### config.mk
export PLATFORM = sky130hd
export DESIGN_NAME = top_n_frequency_select
export DESIGN_NICKNAME = d
export VERILOG_FILES = /design/src/hw/rtl/tnfs_pkg.sv /design/src/hw/rtl/top_n_frequency_select.sv /design/src/hw/rtl/tnfs_cell.sv
export SDC_FILE = /design/constraint.sdc
export NUM_CORES = 2
export LEC_CHECK = 0
export BUFFER_PORTS_ARGS = -buffer_cell sky130_fd_sc_hd__buf_2
export CAP_MARGIN = 20
export CORE_ASPECT_RATIO = 1.2
export CORE_MARGIN = 2
export CORE_UTILIZATION = 30
export CTS_CLUSTER_SIZE = 14
export DETAILED_ROUTE_END_ITERATION = 10
export PLACE_DENSITY = 0.48
export SYNTH_ARGS = -nofsm -noshare
export SYNTH_HDL_FRONTEND = slang
export SYNTH_SLANG_ARGS = --single-unit
### constraint.sdc
create_clock -name clk -period 5.35 [get_ports clk]
set_input_delay 0.2675 -clock clk [delete_from_list [all_inputs] [get_ports clk]]
set_output_delay 0.2675 -clock clk [all_outputs]
set_load 0.02 [all_outputs]
### src/hw/rtl/tnfs_pkg.sv
package tnfs_pkg;

  localparam int MAX_TOP = 16;
  localparam int FREQ_W  = 24;
  localparam int TAG_W   = 16;
  localparam int LEN_W   = 5;
  localparam int RANK_W  = 4;
  localparam int CNT_W   = $clog2(MAX_TOP + 1);

  localparam logic [LEN_W-1:0] LEN_RESET = LEN_W'(10);

  typedef struct packed {
    logic              valid;
    logic [FREQ_W-1:0] freq;
    logic [TAG_W-1:0]  tag;
  } entry_t;

  // Per-cell control from the sequencer.
  typedef struct packed {
    logic load;    // insert beat taken this cycle
    logic active;  // cell lies inside the current list length
    logic pop;     // shift toward rank 0 during emission
    logic clear;   // empty the list after the final result
  } cell_ctl_t;

endpackage

### src/hw/rtl/top_n_frequency_select.sv
// Streaming top-N selector. Each input beat carries a count and a word tag and is
// inserted into a descending list held in a row of cells, ahead of the first slot
// that is empty or holds a strictly lower count, so earlier beats win ties. A
// new input beat can be taken every cycle while the list is building. After the
// beat marked last_item, the list of list_length slots (0 reads as 1, values
// above 16 read as 16) shifts out one result per cycle while the output is not
// stalled, through the output register, rank 0 first, and input is held off
// until the final result has been loaded into the output register. The list is
// empty again when the result with last_result is presented. Unfilled slots come
// out with slot_valid low and zero count and tag. The user must write list_length
// through the cfg channel only while the block is idle; the block does not enforce this.
module top_n_frequency_select (
  input  logic                       clk,
  input  logic                       rst,
  input  logic                       cfg_valid,
  output logic                       cfg_ready,
  input  logic [tnfs_pkg::LEN_W-1:0] cfg_data,
  input  logic                       in_valid,
  output logic                       in_ready,
  input  logic [tnfs_pkg::FREQ_W-1:0] freq,
  input  logic [tnfs_pkg::TAG_W-1:0] word_tag,
  input  logic                       last_item,
  output logic                       out_valid,
  input  logic                       out_ready,
  output logic [tnfs_pkg::RANK_W-1:0] rank,
  output logic [tnfs_pkg::FREQ_W-1:0] out_freq,
  output logic [tnfs_pkg::TAG_W-1:0] out_tag,
  output logic                       slot_valid,
  output logic                       last_result
);
  import tnfs_pkg::*;

  typedef enum logic {ST_IDLE, ST_EMIT} state_t;

  state_t           state;
  logic [LEN_W-1:0] list_length;
  logic [CNT_W-1:0] act_len;
  logic [CNT_W-1:0] emit_len;
  logic [CNT_W-1:0] emit_cnt;
  logic             in_beat;
  logic             out_load;
  logic             emit_last;
  entry_t           new_entry;
  entry_t           cells [MAX_TOP];
  logic [MAX_TOP:0] hit;
  cell_ctl_t        ctl [MAX_TOP];

  assign cfg_ready = 1'b1;
  assign in_ready  = (state == ST_IDLE);
  assign in_beat   = in_valid && in_ready;
  assign out_load  = (state == ST_EMIT) && (!out_valid || out_ready);
  assign emit_last = (emit_cnt == emit_len - CNT_W'(1));

  assign new_entry.valid = 1'b1;
  assign new_entry.freq  = freq;
  assign new_entry.tag   = word_tag;

  always_comb begin
    if (list_length == '0) begin
      act_len = CNT_W'(1);
    end else if (int'(list_length) > MAX_TOP) begin
      act_len = CNT_W'(MAX_TOP);
    end else begin
      act_len = CNT_W'(list_length);
    end
  end

  assign hit[0] = 1'b0;

  for (genvar k = 0; k < MAX_TOP; k++) begin : g_cell
    entry_t prev_e;
    entry_t next_e;

    if (k == 0) begin : g_first
      assign prev_e = new_entry;
    end else begin : g_mid
      assign prev_e = cells[k-1];
    end

    if (k == MAX_TOP - 1) begin : g_tail
      assign next_e = '0;
    end else begin : g_body
      assign next_e = cells[k+1];
    end

    assign ctl[k].load   = in_beat;
    assign ctl[k].active = (CNT_W'(k) < act_len);
    assign ctl[k].pop    = out_load;
    assign ctl[k].clear  = out_load && emit_last;

    tnfs_cell u_cell (
      .clk        (clk),
      .rst        (rst),
      .ctl        (ctl[k]),
      .new_entry  (new_entry),
      .hit_in     (hit[k]),
      .prev_entry (prev_e),
      .next_entry (next_e),
      .entry      (cells[k]),
      .hit_out    (hit[k+1])
    );
  end

  always_ff @(posedge clk) begin
    if (rst) begin
      list_length <= LEN_RESET;
    end else if (cfg_valid && cfg_ready) begin
      list_length <= cfg_data;
    end
  end

  always_ff @(posedge clk) begin
    if (rst) begin
      state     <= ST_IDLE;
      emit_cnt  <= '0;
      emit_len  <= CNT_W'(1);
      out_valid <= 1'b0;
    end else begin
      unique case (state)
        ST_IDLE: begin
          if (out_valid && out_ready) begin
            out_valid <= 1'b0;
          end
          if (in_beat && last_item) begin
            state    <= ST_EMIT;
            emit_cnt <= '0;
            emit_len <= act_len;
          end
        end
        ST_EMIT: begin
          if (out_load) begin
            // Rank 0 always sits in the first cell; the row shifts up behind it.
            out_valid   <= 1'b1;
            rank        <= RANK_W'(emit_cnt);
            slot_valid  <= cells[0].valid;
            out_freq    <= cells[0].valid ? cells[0].freq : '0;
            out_tag     <= cells[0].valid ? cells[0].tag : '0;
            last_result <= emit_last;
            emit_cnt    <= emit_cnt + CNT_W'(1);
            if (emit_last) begin
              state <= ST_IDLE;
            end
          end else if (out_ready) begin
            out_valid <= 1'b0;
          end
        end
        default: begin
          state <= ST_IDLE;
        end
      endcase
    end
  end

  a_last_ends_run: assert property (@(posedge clk) disable iff (rst)
    (out_load && emit_last) |=> (state == ST_IDLE) && out_valid && last_result)
    else $error("final result did not end the emission run");

  a_list_cleared: assert property (@(posedge clk) disable iff (rst)
    (out_load && emit_last) |=> !cells[0].valid)
    else $error("list not cleared after emission");

  a_last_starts_emit: assert property (@(posedge clk) disable iff (rst)
    (in_beat && last_item) |=> (state == ST_EMIT) && (emit_cnt == '0))
    else $error("last input beat did not start emission");

  a_rank_in_range: assert property (@(posedge clk) disable iff (rst)
    (state == ST_EMIT) |-> (emit_cnt < emit_len))
    else $error("emission count ran past the list length");

endmodule

### src/hw/rtl/tnfs_cell.sv
module tnfs_cell (
  input  logic               clk,
  input  logic               rst,
  input  tnfs_pkg::cell_ctl_t ctl,
  input  tnfs_pkg::entry_t   new_entry,
  input  logic               hit_in,
  input  tnfs_pkg::entry_t   prev_entry,
  input  tnfs_pkg::entry_t   next_entry,
  output tnfs_pkg::entry_t   entry,
  output logic               hit_out
);
  import tnfs_pkg::*;

  logic beats;
  logic take;

  // An empty slot loses to anything; a filled one only to a strictly higher count.
  assign beats   = ctl.active && (!entry.valid || (new_entry.freq > entry.freq));
  assign take    = beats && !hit_in;
  assign hit_out = hit_in || beats;

  always_ff @(posedge clk) begin
    if (rst) begin
      entry.valid <= 1'b0;
    end else if (ctl.clear) begin
      entry.valid <= 1'b0;
    end else if (ctl.load && ctl.active) begin
      if (take) begin
        entry <= new_entry;
      end else if (hit_in) begin
        entry <= prev_entry;
      end
    end else if (ctl.pop) begin
      entry <= next_entry;
    end
  end

endmodule

==> out/results.ini <==
[finish]
finish.net_count = 5138
drive_gt1_share_pct = 9.95
area_growth_syn_to_layout_pct = 13.3
final_cells = 6764
finalInstanceArea_sq_mm = 0.0523
final.fill_count = 15500

[setup_path]
startpoint = g_cell[2].u_cell.entry[35]
timing.rr.start = g_cell[2].u_cell.entry[35]
critPathMaxFanout = 32
critPathLaunchType = flip-flop
capturing_element_type_of_the_critical_path = flip-flop
timing.reg2reg.worst_path_depth = 13
arrival_ns = 5.03
worst-endpoint-required_ns = 5.69
crit_path_kind = flip-flop to flip-flop
rrSetupSlack_ns = 0.67
critical_path.reg2reg.endpoint = g_cell[7].u_cell.entry[12]
worst_setup_path_endpoint = g_cell[7].u_cell.entry[12]

[floorplan]
design.core.area_sq_mm = 0.153
dieHeight_microns = 434
core.rowCount = 157
fp.dieW_microns = 362
design.die.area_sq_mm = 0.157
initial_utilization_pct = 30.2
io_pins = 100

[placed_design]
place.detailed.instances = 6585
post-dp-hpwl_mm = 106
dpl_cell_area_sq_mm = 0.0494
io_buffer_count = 98
place.gp.congestion = 0.866

[grt]
grt_pass1_wl_mm = 227
antenna_found_initial = 8
grt_pass1_vias = 37500
gr-max-usage-layer = met2
grt_use_met2_pct = 34.3
grt_util_all_layers_pct = 18.6
grt_max_degree = 83
met3_usage_pct = 2.12
global_route.usage.met1_pct = 22.4
global_route.overflow_total = 0

[sta]
timing.fmax_mhz = 213
rsz0062_at_grt = no
finalMaxSlewViolations = 0
holdWs_ns = 0.0601
slew-limit-headroom_pct = 25.0
setup_viol = 0
period_minus_slack_ns = 4.68
fin_skew_ns = 0.0343
fin_crit_sh_pct = 87.6
worst_pin_slew_ns = 1.13
fin_setup_tns_ns = 0
hold_viol = 0

[route]
drt_drc_violations_left = 0
dr_total_vias = 35800
first_pass_iters = 5
count_of_nets_left_with_antenna_violations_after_detail_routing = 0
avg_vias_per_cell = 5.30
detailedRoute.firstIterationViolations = 2220
wl_mm = 148
route.detailed.wl_per_inst_microns = 21.8

[clock_network]
worstSkewPairLatency_ns = 0.70
numCtsBuffers = 88
clock_tree.htree_level_count = 3
cts_sinks = 719
cts-resized-gates = 0
post_cts_setup_buffer_count = 0
clock_slew_seen_by_the_registers_of_the_worst_setup_and_hold_paths_ns = 0.06
holdBufCountCts = 11
clock_tree.root_cell = clkbuf_16
clock_path_buffers = 3
cts_tree = built

[pwr]
power_frac_clock_pct = 37.7
internal_power_mw = 10.9
totalPowerFinal_mw = 15.6
total_switching_power_mw = 4.63
swShare_pct = 29.8
comb_power_share_pct = 17.0
vdd_drop_max_mv = 0.253
register_share_of_total_power_pct = 45.2
cellPowerDensity_mw_per_mm2 = 298
leakage_nw = 20.5

[logic_synthesis]
synth_warnings = 0
netlist.area_leader.share_pct = 44.6
synth_enable_flop_cells = 686
seq_area_frac_synth_pct = 46.1
syn_area_per_cell_sq_um = 9.92
synth-async-reset-ratio_pct = 0
syn-cell-area_sq_mm = 0.0461
largest_cells_by_area_after_synthesis = edfxtp_1, mux2i_1, ha_1
synthFlopType = edfxtp_1
syn-instance-count = 4654
post_synth_num_cell_types = 80
synth_fp_nets = 5091
synth_area_leader_cell = edfxtp_1
ys_seq_elements = 719

[status]
status = complete, no violations

[job]
drv.max_cap_violation_count = 0

[min_path]
holdCritPathClass = primary input to flip-flop

## Yosys cell counts (all sizes together), types with 19 or more instances
cell type,instances
a211oi,32
a21o,56
a21oi,495
a22oi,26
a31o,42
a31oi,27
a41oi,24
and2,26
buf,69
clkbuf,229
dfxtp,33
edfxtp,686
ha,386
inv,413
mux2i,505
nand2,400
nand3,90
nand4,86
nor2,403
nor2b,19
nor3,31
nor4,22
o21a,19
o21ai,366
## worst min path at each step
stage	slack, ns	depth (start not counted)	end	startpoint
5_1_grt	0.05	2	state	rst
2_1_floorplan	0.39	1	list_length[1]	cfg_data[1]
3_3_place_gp	0.46	2	emit_len[1]	emit_len[1]
6_report	0.06	2	state	rst
4_1_cts	0.01	2	state	rst
3_5_place_dp	0.47	2	emit_len[4]	emit_len[4]
## flip-flops by register name, summed over array words and instances, names as in the netlist
| register | flops |
|---|---|
| state | 1 |
| slot_valid | 1 |
| out_valid | 1 |
| emit_cnt | 5 |
| out_tag | 16 |
| last_result | 1 |
| emit_len | 5 |
| rank | 4 |
| out_freq | 24 |
| g_cell.u_cell.entry | 656 |
| list_length | 5 |
## logic make-up after synthesis
group	share of synthesized area [%]
AOI/OAI and AO/OA	14.9
and+or+nand+nor	11.2
DFF	46.1
buffers and inverters	6.22
muxes	11.0
adders and majority gates	10.5
xor gates and xnor gates	0.171
other	0.00813
## per-layer routing
metal	wire length, microns	up-vias
li1	-	17000
met1	61300	17900
met2	76800	659
met3	5280	216
met4	4220	12
met5	76	-
## stage by stage
stage,util (%),setup WS (ns)
2_1_floorplan,-,0.439
3_3_place_gp,32.4,0.505
3_5_place_dp,32.4,0.501
4_1_cts,34.2,0.782
5_1_grt,34.3,0.511
6_report,34.3,0.666
## power by group through the flow
stage,Combinational (mW),Clock [mW],Sequential [mW]
final,2.65,5.87,7.04
after global routing,3.00,6.23,7.09
after CTS,2.67,6.03,7.05
after detailed placement,2.65,0,7.17
after global placement,2.60,0,7.17
after floorplan,1.73,0,7.04
## final cells by class
cell class | count | area (sq um) | share of cell area (%)
antenna | 1 | 2.50 | 0.00478
clock buffer | 116 | 2350 | 4.49
clock inverter | 49 | 382 | 0.730
inverter | 414 | 1550 | 2.97
multi-input combinational | 3223 | 22300 | 42.7
sequential | 719 | 21300 | 40.6
tap | 1987 | 2490 | 4.75
timing repair buffer | 255 | 1950 | 3.72
## worst max-delay path: stages, from the launching register on
cell and delay, ns:
edfxtp_1 0.41, inv_1 0.06, ha_1 0.30, nand4_1 0.29
nor4_1 0.67, o21ai_0 0.20, a21oi_1 0.37, o31ai_2 0.19
o2111a_1 0.26, buf_4 0.29, and4_1 0.22, o21ai_0 0.23
and2_2 0.34, buf_4 0.46
## layout by cell type, fill, tap and decap left out, types with 56 or more instances in the layout
master and count:
nand3_1 90, o21ai_0 240, nand4_1 86, buf_4 126
buf_2 98, ha_1 386, clkbuf_16 89, nor2_1 385
a21oi_1 489, o21ai_1 123, a21o_1 56, mux2i_1 505
inv_1 412, nand2_1 397, edfxtp_1 686
Power figures use the tool's default switching activity.
